### config.mk
export PLATFORM = sky130hd
export DESIGN_NAME = gf2d_div_cell
export DESIGN_NICKNAME = d
export VERILOG_FILES = /design/src/hw/rtl/gf2d_pkg.sv /design/src/hw/rtl/gf2d_div_cell.sv
export SDC_FILE = /design/constraint.sdc
export NUM_CORES = 1
export LEC_CHECK = 0
export BUFFER_PORTS_ARGS = -buffer_cell sky130_fd_sc_hd__buf_2
export CAP_MARGIN = 25
export CORE_AREA = 2 2 318 320
export CTS_CLUSTER_SIZE = 25
export DETAILED_ROUTE_END_ITERATION = 6
export DIE_AREA = 0 0 320 322
export GPL_ROUTABILITY_DRIVEN = 1
export PLACE_DENSITY = 0.54
export SLEW_MARGIN = 20
export SYNTH_ARGS = -nofsm -noshare
export SYNTH_HDL_FRONTEND = slang
export SYNTH_SLANG_ARGS = --single-unit
### constraint.sdc
create_clock -name clk -period 4.4 [get_ports clk]
set_clock_uncertainty 0.15 [all_clocks]
set_input_delay 0.44 -clock clk [delete_from_list [all_inputs] [get_ports clk]]
set_output_delay 0.44 -clock clk [all_outputs]
set_load 0.01 [all_outputs]
### src/hw/rtl/gf2d_pkg.sv
// Shared constants, status codes and the pipeline flag type for the 2D gravity force unit.
// Used by the channel interfaces, the root and divider cells and the top level.
package gf2d_pkg;

  localparam int COORD_BITS_DEF = 16;
  localparam int MASS_BITS_DEF  = 16;
  localparam int GAIN_BITS      = 12;
  localparam logic [GAIN_BITS-1:0] GAIN_RESET = 12'd1708;
  localparam int FORCE_BITS     = 52;
  localparam int FRAC_SHIFT     = 56;
  localparam int SQRT_SHIFT     = 32;
  localparam logic [FORCE_BITS-1:0] FORCE_MAX = '1;

  typedef enum logic [1:0] {
    STATUS_OK         = 2'd0,
    STATUS_ZERO_MASS  = 2'd1,
    STATUS_COINCIDENT = 2'd2,
    STATUS_SATURATED  = 2'd3
  } status_t;

  typedef struct packed {
    logic zero_mass;
    logic coincident;
    logic sat_x;
    logic sat_y;
  } flags_t;

endpackage

### src/hw/rtl/gf2d_div_cell.sv
// One cell of the dual restoring divider chain: one quotient bit for x and y per cell.
// Depends on gf2d_pkg for the flag struct and the force width.
module gf2d_div_cell #(
  parameter int CW = 99
) (
  input  logic                            clk,
  input  logic                            rst,
  input  logic                            en,
  input  logic                            in_valid,
  input  logic [CW-1:0]                   in_den,
  input  logic [CW-1:0]                   in_rem_x,
  input  logic [CW-1:0]                   in_rem_y,
  input  logic [gf2d_pkg::FORCE_BITS-1:0] in_q_x,
  input  logic [gf2d_pkg::FORCE_BITS-1:0] in_q_y,
  input  gf2d_pkg::flags_t                in_flags,
  output logic                            out_valid,
  output logic [CW-1:0]                   out_den,
  output logic [CW-1:0]                   out_rem_x,
  output logic [CW-1:0]                   out_rem_y,
  output logic [gf2d_pkg::FORCE_BITS-1:0] out_q_x,
  output logic [gf2d_pkg::FORCE_BITS-1:0] out_q_y,
  output gf2d_pkg::flags_t                out_flags
);
  import gf2d_pkg::*;

  logic [CW:0] rx2;
  logic [CW:0] ry2;
  logic [CW:0] den_w;
  logic        bit_x;
  logic        bit_y;

  always_comb begin
    rx2   = {in_rem_x, 1'b0};
    ry2   = {in_rem_y, 1'b0};
    den_w = {1'b0, in_den};
    bit_x = rx2 >= den_w;
    bit_y = ry2 >= den_w;
  end

  always_ff @(posedge clk) begin
    if (rst) begin
      out_valid <= 1'b0;
    end else if (en) begin
      out_valid <= in_valid;
    end
  end

  always_ff @(posedge clk) begin
    if (en) begin
      out_den   <= in_den;
      out_rem_x <= bit_x ? CW'(rx2 - den_w) : CW'(rx2);
      out_rem_y <= bit_y ? CW'(ry2 - den_w) : CW'(ry2);
      out_q_x   <= {in_q_x[FORCE_BITS-2:0], bit_x};
      out_q_y   <= {in_q_y[FORCE_BITS-2:0], bit_y};
      out_flags <= in_flags;
    end
  end
endmodule

After elaboration in Yosys (flattened, before gate mapping):

Index checks and enable logic that the tools add are counted.

* register bits after elaboration: 406
* bits of input ports: 409
* output and inout port bits: 406
* word-level logic and storage cells: 18

* $add $sub $neg: 2
* order comparisons: 2
* muxes and demuxes: 2

Operator list (count)
* $ge 100x99->1: 2
* $mux 99: 2
* $sub 99x99->99: 2

Longest topological paths before layout:

* depth in word-level cells: 2
* gate-level depth with buffers: 17
* depth with buffers taken out: 14

Worst setup path after synthesis:

Ideal clock, no wire load.

* kind: input to register
* start point: in in_den[0]
* end point: reg out_rem_x[1] (data pin)
* library setup time: 0.260 ns
* arrival: 3.510 ns
* required time: 3.990 ns
* path slack: 0.480 ns
* stages: 14
* path buffers: 2
* cells stage by stage: inv_1 fa_1 a211oi_1 o211ai_1 a31o_2 nor2b_1 nor3_2 a211oi_1 o21ai_1 nand3_1 a31oi_2 buf_4 buf_2 mux2_2

* cells in the longest elaborated chain, start to end: 2
* elaborated cells on any way between the ends: 3
* classes of those cells: 1 x add/sub; 1 x order compare; 1 x mux

RTL lines
* start, declared: RTL line gf2d_div_cell.sv:10 `input logic [CW-1:0] in_den,`
* $sub 99x99->99 or $ge 100x99->1 (tied branches): RTL line gf2d_div_cell.sv:51, gf2d_div_cell.sv:36
* $mux 99 *: RTL line gf2d_div_cell.sv:51 `out_rem_x <= bit_x ? CW'(rx2 - den_w) : CW'(rx2);`
* end signal, assigned: RTL line gf2d_div_cell.sv:51
* end, declared: RTL line gf2d_div_cell.sv:18 `output logic [CW-1:0] out_rem_x,`

Mark *: on every way between the ends. The rest lies on a longest branch, timed or not.
A chain may end at the register's enable or synchronous reset.

Worst setup path after layout:

* start point: in in_den[11]
* end point: reg out_rem_x[78] (data pin)

The elaborated chain is that of the path after synthesis.

==> reports/metrics.yaml <==
outcome:
  outcome: "finished, final reports clean"
global_route:
  gr-total-overflow: 0
  grt_pass1_wl_um: 174000
  top_usage_layer: "met2"
  met1_usage_pct: 27.8
  gr-usage-met2_pct: 38.6
  grt_max_degree: 86
  grt_pass1_vias: 27700
  grt_use_total_pct: 22.5
  antenna_found_initial: 25
  grt.met3_usage_pct: 4.95
logic_synthesis:
  ys_ff_latch: 406
  muxShareOfSynthArea_pct: 0.486
  ys_dominant_reg_cell: "edfxtp_1"
  seq_area_frac_synth_pct: 44.6
  synth-adder-area-share_pct: 9.23
  syn_nets: 3493
  yosys_warnings: 0
  synthSimpleGateAreaFrac_pct: 14.4
  ys_async_sr_fraction_pct: 0
  synth_cells: 2884
  synth_compound_area_share_pct: 21.3
  synth-xor-area-share_pct: 5.68
  synth_top_family_by_area: "compound AO/OA/AOI/OAI gates"
  syn_area_per_cell_um2: 9.46
  netlist_area_um2: 27300
  synth-edff-count: 405
  yosysUniqueCellTypes: 79
power_and_ir_drop:
  peakVddDrop_mv: 0.316
  powerDensity_nw_per_um2: 336
  p_leak_nw: 18.0
worst_setup_path:
  critPathRequiredTime_ps: 4650
  crit_type: "in -> reg"
  reg2reg_from: "out_valid"
  worstSetupEndpointType: "flop"
  critical_path.startpoint: "in_den[11]"
  reg2reg_slack_ps: 3110
  crit_arrival_ps: 4510
  reg2reg_depth: 3
  path_max_fanout: 6
  startpoint_type: "input pin"
final_layout:
  nets: 4954
  final_cell_mix: "buf_2, edfxtp_1, dlygate4sd3_1"
  area_growth_pct: 49.9
  layout-drive-gt1-share_pct: 30.0
  final_common_cell: "buf_2"
worst_hold_path:
  min_path_cells: 3
  holdCritStartpoint: "in_rem_y[42]"
  worstHoldPathType: "in -> reg"
placement:
  routabilityCongestion: 0.912
  dp_slack_ps: -353
  dpl.hpwl_um: 98900
  io_buffers: 812
detailed_routing:
  viasPerCell: 4.92
  dr.pass1.iters: 7
  wirelength_um: 123000
  detail_route.wl_per_cell_um: 21.6
  vias: 28000
  drtIter0Drc: 1834
  drc: 0
  antenna_left: 0
timing:
  setup-tns-final_ps: 0
  worst_pin_slew_ps: 946
  hold_viol_final: 0
  relSlewSlack_pct: 36.3
  report.final.slew_viol_count: 0
  setup_ws_ps: 141
  setup_viol: 0
  period_share_pct: 96.8
  max_freq_mhz: 235
  fin_crit_ps: 4260
floorplan:
  initial_core_util_pct: 27.4
  die_width_um: 320
  io_pins: 815
  fp-row-count: 116
  core_um2: 99600
  die_y_um: 322
  die-area_um2: 103000
clock_network:
  clkTransAtPathRegs_ps: 60
  cts_max_level: 2
  cts_buffer_depth: 3
  cts_tree: "done"
  numCtsBuffers: 52
  cts_sinks: 406
  clock_latency_ps: 640
  cts_root_buffer: "clkbuf_16"
flow_run:
  cap_violations: 0
power breakdown:
group	leakage (nW)	total (mW)	switching, mW	internal, mW
sequential	3.97	5.00	0.154	4.85
clock	0.797	4.26	1.83	2.42
combinational	13.2	4.47	2.52	1.95
total	18.0	13.7	4.51	9.22
worst max-delay path, cell delays in order:
cell	delay, ps
dlygate4sd3_1	530
buf_2	110
inv_1	50
ha_1	300
buf_4	170
a21oi_1	210
buf_4	150
o21ai_0	170
o211ai_1	370
nor4_1	120
buf_4	160
a21oi_1	390
o21ai_0	180
buf_4	210
a21oi_1	340
a31o_2	260
o21ba_2	150
xnor2_1	110
o21ai_0	80
metrics by stage:
| step | utilization, % | hold WS [ps] | total power [mW] | instances | cell area [um^2] |
|---|---|---|---|---|---|
| global placement | 35.4 | 320 | 9.19 | 5216 | 35300 |
| detailed placement | 35.4 | 336 | 9.19 | 5216 | 35300 |
| finish | 41.1 | 36.1 | 13.7 | 5693 | 40900 |
| global route | 41.1 | 16.5 | 14.4 | 5687 | 40900 |
| CTS | 40.8 | 3.25 | 13.8 | 5674 | 40600 |
| floorplan | - | 362 | 7.17 | 2884 | 27300 |
routing by layer:
metal	wire length, um	vias up
li1	-	13600
met1	50900	13300
met2	59100	932
met3	8360	195
met4	4410	20
met5	124	-
area by class of cell:
type,count,area (um^2)
Timing Repair Buffer,1544,10700
Inverter,156,589
Antenna cell,12,30.0
Clock buffer,63,1340
Tap cell,1298,1620
Fill cell,9977,58700
Multi-Input combinational cell,2185,14100
Sequential cell,406,12200
Clock inverter,29,324
synthesized netlist by cell type (4+ instances only):
master    number  area (um^2)
edfxtp_1     405        12200
a21oi_1      341         1710
nand2_1      316         1190
o21ai_0      238         1190
nor2_1       233          875
ha_1         198         2480
inv_1        155          582
a21o_1       118          886
clkbuf_1     103          387
xnor2_1      102          893
nand4_1       79          494
xor2_1        75          657
o21bai_1      54          405
nand3_1       37          185
nor3_1        32          160
and2_1        24          150
buf_2         24          120
and3_1        23          144
o21a_1        20          150
a211oi_1      19          143
nand2b_1      18          113
o211ai_1      18          135
nor4_1        17          106
nor2b_1       16          100
a31oi_1       14         87.6
a21boi_0      13         97.6
o31ai_1       13         97.6
or3_1         13         81.3
o221ai_1      11         96.3
a221o_1       10          100
a221oi_1      10         87.6
mux2_2        10          113
buf_4          9         67.6
o21ai_1        9         45.0
a31o_2         8         70.1
a41oi_1        8         70.1
or4_1          8         60.1
and4_1         7         61.3
a211o_1        5         43.8
o41ai_1        5         43.8
or2_2          5         31.3
nor3b_1        4         30.0
registers in the layout, indices dropped and copies added, names as in the netlist:
register	count
out_rem_x	99
out_valid	1
out_flags	4
out_rem_y	99
out_q_x	52
out_q_y	52
out_den	99
what timing repair did:
action                                 4_1_cts  5_1_grt
resized for setup                            0       41
hold buffers                               366        0
endpoints found under the hold margin      365        0
setup buffers                                0        4
setup endpoints to repair                    0      126
logic make-up (layout without fill, tap and decap cells):
group | Yosys count | after routing
AO/OA/AOI/OAI | 948 | 948
XOR/XNOR | 177 | 177
adder cells (fa/ha/maj) | 200 | 200
buffers and inverters | 293 | 1792
flip-flops | 406 | 406
multiplexers | 12 | 12
other | 0 | 12
AND/OR/NAND/NOR | 848 | 848
final timing paths:
path,end
max,out_rem_x[78]
min,out_rem_y[43]
max reg2reg,out_valid
min reg2reg,out_valid
No activity file was read; power rests on OpenSTA's default activity.
