`src/hw/rtl/gf2d_pkg.sv`:
```
// Shared constants, status codes and the pipeline flag type for the 2D gravity force unit.
// Used by the channel interfaces, the root and divider cells and the top level.
package gf2d_pkg;

  localparam int COORD_BITS_DEF = 16;
  localparam int MASS_BITS_DEF  = 16;
  localparam int GAIN_BITS      = 12;
  localparam logic [GAIN_BITS-1:0] GAIN_RESET = 12'd1708;
  localparam int FORCE_BITS     = 52;
  localparam int FRAC_SHIFT     = 56;
  localparam int SQRT_SHIFT     = 32;
  localparam logic [FORCE_BITS-1:0] FORCE_MAX = '1;

  typedef enum logic [1:0] {
    STATUS_OK         = 2'd0,
    STATUS_ZERO_MASS  = 2'd1,
    STATUS_COINCIDENT = 2'd2,
    STATUS_SATURATED  = 2'd3
  } status_t;

  typedef struct packed {
    logic zero_mass;
    logic coincident;
    logic sat_x;
    logic sat_y;
  } flags_t;

endpackage

```
`src/hw/rtl/gf2d_sqrt_cell.sv`:
```
// One cell of the integer square root chain: settles one root bit per cell.
// Depends on gf2d_pkg for the flag struct.
module gf2d_sqrt_cell #(
  parameter int DBITS  = 33,
  parameter int SIDE_W = 8
) (
  input  logic                   clk,
  input  logic                   rst,
  input  logic                   en,
  input  logic                   in_valid,
  input  logic [DBITS+1:0]       in_rem,
  input  logic [DBITS-1:0]       in_root,
  input  logic [2*DBITS-1:0]     in_rad,
  input  logic [SIDE_W-1:0]      in_side,
  input  gf2d_pkg::flags_t       in_flags,
  output logic                   out_valid,
  output logic [DBITS+1:0]       out_rem,
  output logic [DBITS-1:0]       out_root,
  output logic [2*DBITS-1:0]     out_rad,
  output logic [SIDE_W-1:0]      out_side,
  output gf2d_pkg::flags_t       out_flags
);
  import gf2d_pkg::*;

  logic [DBITS+1:0] rem_sh;
  logic [DBITS+1:0] trial;
  logic             take;

  always_comb begin
    rem_sh = {in_rem[DBITS-1:0], in_rad[2*DBITS-1 -: 2]};
    trial  = {in_root, 2'b01};
    take   = rem_sh >= trial;
  end

  always_ff @(posedge clk) begin
    if (rst) begin
      out_valid <= 1'b0;
    end else if (en) begin
      out_valid <= in_valid;
    end
  end

  always_ff @(posedge clk) begin
    if (en) begin
      out_rem   <= take ? (rem_sh - trial) : rem_sh;
      out_root  <= {in_root[DBITS-2:0], take};
      out_rad   <= {in_rad[2*DBITS-3:0], 2'b00};
      out_side  <= in_side;
      out_flags <= in_flags;
    end
  end
endmodule

```
`config.mk`:
```
export PLATFORM = sky130hd
export DESIGN_NAME = gf2d_sqrt_cell
export DESIGN_NICKNAME = d
export VERILOG_FILES = /design/src/hw/rtl/gf2d_pkg.sv /design/src/hw/rtl/gf2d_sqrt_cell.sv
export SDC_FILE = /design/constraint.sdc
export NUM_CORES = 1
export LEC_CHECK = 0
export BUFFER_PORTS_ARGS = -buffer_cell sky130_fd_sc_hd__buf_2
export CAP_MARGIN = 20
export CELL_PAD_IN_SITES_DETAIL_PLACEMENT = 0
export CELL_PAD_IN_SITES_GLOBAL_PLACEMENT = 2
export CORE_ASPECT_RATIO = 0.9
export CORE_MARGIN = 4
export CORE_UTILIZATION = 25
export CTS_CLUSTER_SIZE = 24
export DETAILED_ROUTE_END_ITERATION = 16
export PLACE_DENSITY_LB_ADDON = 0.1
export SLEW_MARGIN = 5
export SYNTH_ARGS = -nofsm -noshare
export SYNTH_HDL_FRONTEND = slang
export SYNTH_SLANG_ARGS = --single-unit
```
`constraint.sdc`:
```
create_clock -name clk -period 5.1 [get_ports clk]
set_input_delay 1.02 -clock clk [delete_from_list [all_inputs] [get_ports clk]]
set_output_delay 1.02 -clock clk [all_outputs]
set_load 0.1 [all_outputs]
```
## Word-level counts from Yosys, hierarchy flattened

Index checks and enable logic that the tools add are counted.

| operators by class | value |
|---|---|
| $lt $le $gt $ge | 1 |
| muxes and demuxes | 1 |
| add/subtract/negate cells | 1 |

Operators with widths:

| operator | number |
|---|---|
| 35-bit >= comparator | 1 |
| 35-bit 2-to-1 mux | 1 |
| 35-bit subtractor | 1 |

| word-level totals | value |
|---|---|
| output and inout port bits | 147 |
| bits in registers | 145 |
| input bits | 150 |

## Logic depth before layout (Yosys ltp)

| depth | value |
|---|---|
| depth in word-level cells | 2 |
| depth in mapped cells | 13 |
| gate-level depth less buffers | 11 |

## Least setup slack after synthesis

OpenSTA, ideal clock, no wires.

| timing | value |
|---|---|
| kind | input to register |
| from | input port in_root[0] |
| to | register out_rem[25] (data pin) |
| stages | 10 |
| arrival | 2.984 ns |
| setup slack | 1.855 ns |
| data required time | 4.839 ns |
| library setup time | 0.261 ns |
| path buffers | 0 |
| path through | inv_1 -> ha_1 -> o211ai_1 -> o21ai_1 -> o2111ai_1 -> a21oi_1 -> or4b_1 -> a31oi_1 -> xor2_1 -> o21ai_0 |

| between the ends | value |
|---|---|
| cells in the longest elaborated chain, start to end | 2 |
| elaborated cells between the ends (all ways) | 3 |
| those cells by class | 1 x add/sub; 1 x order compare; 1 x mux |

Ends and longest elaborated chain:

| item | RTL line | text |
|---|---|---|
| start: declaration | gf2d_sqrt_cell.sv:12 | `input logic [DBITS-1:0] in_root,` |
| 35-bit subtractor / 35-bit >= comparator (equally long branches) | gf2d_sqrt_cell.sv:45, gf2d_sqrt_cell.sv:32 |  |
| 35-bit 2-to-1 mux (*) | gf2d_sqrt_cell.sv:45 | `out_rem <= take ? (rem_sh - trial) : rem_sh;` |
| end signal: assignment | gf2d_sqrt_cell.sv:45 |  |
| end: declaration | gf2d_sqrt_cell.sv:17 | `output logic [DBITS+1:0] out_rem,` |

Every way passes the cells marked *; elsewhere a longest branch is shown, timed or not.
A chain may end at the register's enable or synchronous reset.

## Final worst setup path

| timing | value |
|---|---|
| from | input port in_root[6] |
| to | register out_rem[32] (data pin) |

Same word-level chain as after synthesis.

==> results.txt <==
Minimum clock period: 3.66 ns. In this run the power spent charging and discharging nets is 0.00171 W. Net switching is 41.8% of the power.

The tools report the final-report max-slew violation count as 0. The total area inside the core boundary comes to 0.0270 mm2. The power per cell area is 440 mW/mm2, and the area added between synthesis and finish is 35.5%. The tools report the total die area as 0.0302 mm2. CTS saw 145 sinks. Data on the critical path is required at its endpoint by 5.39 ns.

The critical path is of the input pin to flip-flop type. The worst setup path is captured at a flip-flop. In the global route stage, met1 resource usage came out at 17.3%.

Portion of total power attributed to combinational logic: 33.2%. The multi-input combinational cell area is 0.00226 mm2. Measured against its own limit, the worst slew margin works out to 56.2%. The number of buffers and inverters on the critical path is 4, and the mapped cell area is 0.00687 mm2.

The layout net count is 1035, and the detailed-route vias per instance is 4.39. The total iterations of the first detailed-routing run came out at 4. Global routing used 13.3% of the available tracks across all layers. The filler cells instantiated in the layout total 2799. The routability-driven placement congestion ratio is 0.785.

The global routing met3 resource utilization is 3.37%, and the total of flip-flops plus latches after synthesis is 145. The number of H-tree levels came out at 4. Yosys attributes the largest share of cell area to edfxtp_1 (63%), ha_1 (6.4%), a21oi_1 (3.4%), inv_1 (2.4%), nand2_1 (2.1%). For the pin with the worst max-slew slack, the measured transition is 0.657 ns.

The startpoint identified for the worst register-to-register timing path is out_valid. Number of antenna violations at the first check in global routing: 1. The largest total area in the synthesized netlist belongs to edfxtp_1.

The number of instances in the synthesized netlist was 547; the estimated wirelength of the detail-placed design was 16200 um. Entering global routing, the biggest net connects 52 pins. The startpoint identified for the worst hold timing path is out_valid. The floorplan die width is 183 um, and the final setup skew is 0 ns. Number of hold-slack violations in the final timing report: 0. Each instance of the synthesized netlist takes up on average 12.6 um2. For this block, the via count after detailed routing is 5348. The run gives 0 as the count of antenna-violating nets left after detailed routing.

The critical path goes through buf_2 > inv_1 > ha_1 > a21oi_1 > o21ai_0 > a21oi_1 > o211ai_1 > a21oi_1 > o31a_1 > inv_2 > buf_4 > nand4b_1 > nand2_1. Summed over all failing endpoints, the final setup total negative slack is 0 ns. The tools report the kind of launch point of the worst setup path as an input pin. The count of input and output buffers came out at 292. In this design, the stage delay of the slowest critical-path cell is 0.41 ns. The number of antenna diodes in the final layout is 0. The logs give 63.2% for the sequential element share of the synthesized area and 0.00434 mm2 for the register area. The arrival time reported for the critical path endpoint is 3.95 ns, and the total placed cells including tap cells is 1185. The number of instances resized during post-cts repair is 0, and the final worst-path cycle share is 71.7%. The synthesized netlist contains 59 unique library cells. Sequential cells account for 35.9% of the total power. The initial DRC count was 231; the ratio of cells with drive above 1 in the final layout was 39.3%. The run gives 22.0% as the met2 demand-to-capacity share in global routing.

The average wire length per cell after detail routing is 17.3 um. The highest ir drop seen on vdd is 0.000170 V, and the number of standard cells in the layout, taps in and fillers out is 1217. The most prevalent standard cell on the critical path was a21oi_1. The library cells used most frequently in the layout, excluding fill and tap cells, are buf_2 (291), edfxtp_1 (144), a21oi_1 (47). For this run, the number of Yosys warnings is 0. Of the post-synthesis cell area, the dominant cell type holds 62.9%. Most frequently used flop master after synthesis: edfxtp_1.

TritonCTS created 17 clock buffers. Most common library cell in the layout ignoring fill and taps: buf_2. Busiest metal layer after global routing: met2. TritonCTS built the clock tree.

After clock tree synthesis, the clock-pin slew on the worst setup and hold paths is 0.07 ns. The tools report the clock network fraction of design power as 31.0%. For the worst-skew pair, the clock arrives at the later sink with an insertion delay of 0.42 ns. For the number of DRC violations after detailed routing, the log shows 0. In this run the worst setup path begins at in_root[6].

The total grt overflow came out at 0. The number of maximum-capacitance constraint violations is 0. The logs give 21000 um for the total detailed-routing wirelength and 297 for the number of placed I/O pins. The tools report the fmax as 273 MHz. In this run, synthesis inferred 144 flip-flops with an integrated enable. In this run the deepest clock path goes through 2 buffers.

The wire length of the first global-routing pass is 30900 um. The tools report the total setup buffers inserted after CTS as 0. Setup repair after global routing left no endpoint under its margin.

The family with the most delay on the worst path is compound AO/OA/AOI/OAI gates. The maximum fanout encountered on the critical timing path works out to 26. For the number of rows created at floorplan, the log shows 57. The run finished with clean final reports. The initial utilization of the core area, before any placement, comes to 25.4%. Clock tree synthesis selected as its root buffer the cell clkbuf_16.

The vertical die dimension was 165 um. For the via count of the first global-routing pass, the log shows 5392. In this run the worst hold path is classified as flip-flop to flip-flop. The async set-or-reset flop fraction in the synthesized netlist was 0%. Slowest stage cell on the critical path: o211ai_1.

The run gives 0 as the number of setup violations in the final report. The analysis attributes to cell leakage a power of 4.14 nW. For the internal power of the cells, the log shows 0.00239 W. The tools report the hold buffer count at CTS as 0.
## final timing paths
| kind | end | slack [ns] | cells past startpoint |
|---|---|---|---|
| worst min register to register | out_valid | 0.50 | 2 |
| worst min-delay path | out_valid | 0.50 | 2 |
| worst max register to register | out_valid | 4.52 | 2 |
| worst max-delay path | out_rem[32] | 1.44 | 13 |
## through the flow
step                cell area (um2)  util (%)  setup slack [ns]  hold WS, ns  power, W
floorplan                      6880         -              1.86        0.971   0.00259
global placement               8720      32.3             0.943        0.468   0.00286
detailed placement             8720      32.3             0.854        0.494   0.00287
CTS                            9310      34.4              1.30        0.514   0.00417
global route                   9310      34.4              1.00        0.559   0.00429
finish                         9310      34.4              1.44        0.499   0.00410
## cells by family (layout without fill, tap and decap cells)
group	after synthesis	in the layout	share of synthesized area, %
adders and majority gates	35	35	6.37
other	1	2	0.0546
AOI/OAI and AO/OA	141	141	13.0
buffers and inverters	59	374	3.97
muxes	3	3	0.455
DFF	145	145	63.2
xor gates and xnor gates	27	27	3.44
and+or+nand+nor	136	136	9.52
## power groups by stage
stage | sequential, W | clock, W | combinational [W]
2_1_floorplan | 0.00231 | 0 | 0.000280
3_3_place_gp | 0.00149 | 0 | 0.00137
3_5_place_dp | 0.00150 | 0 | 0.00137
4_1_cts | 0.00147 | 0.00132 | 0.00138
5_1_grt | 0.00148 | 0.00137 | 0.00143
6_report | 0.00147 | 0.00127 | 0.00136
## routing by layer
metal,vias to the layer above,share of wire [%]
li1,2640,-
met1,2512,45
met2,180,48
met3,14,6.2
met4,2,1.0
met5,-,0.038
## sequential cells by signal, summed over array words and instances (netlist names)
signal,cells
out_valid,1
out_rem,35
out_root,33
out_flags,4
out_side,8
out_rad,64
## synthesized netlist by cell type (2+ instances only)
master	n
a211oi_1	2
or3_1	2
mux2i_1	2
nor2_1	35
o211a_1	2
nor4_1	2
nand2_1	39
buf_4	4
a21boi_0	5
o211ai_1	4
a21oi_1	47
xor2_1	12
nor3_1	11
a21o_1	19
xnor2_1	15
buf_2	3
o21ai_0	25
inv_1	44
and2_0	2
a31oi_1	7
o21a_1	6
o21bai_1	7
o31ai_1	5
nand4_1	8
nand2b_1	4
nand3_1	16
ha_1	35
buf_6	3
edfxtp_1	144
clkbuf_1	3
and3_1	5
and3b_1	2
## final cells by class
type / count / share of cell area [%]
well taps: 354 / 4.76
clock inverters: 15 / 1.75
inverters: 45 / 1.81
multi-input cells: 344 / 24.3
flip-flops and latches: 145 / 46.7
clock buffers: 17 / 4.57
repair buffers: 297 / 16.2
## worst register-to-register path: cells and delay by family (launching register included)
kind,cells,cell delay (ns)
DFF,1,0.31
muxes,1,0.12
and+or+nand+nor,1,0.05
No activity file was read; power rests on OpenSTA's default activity.
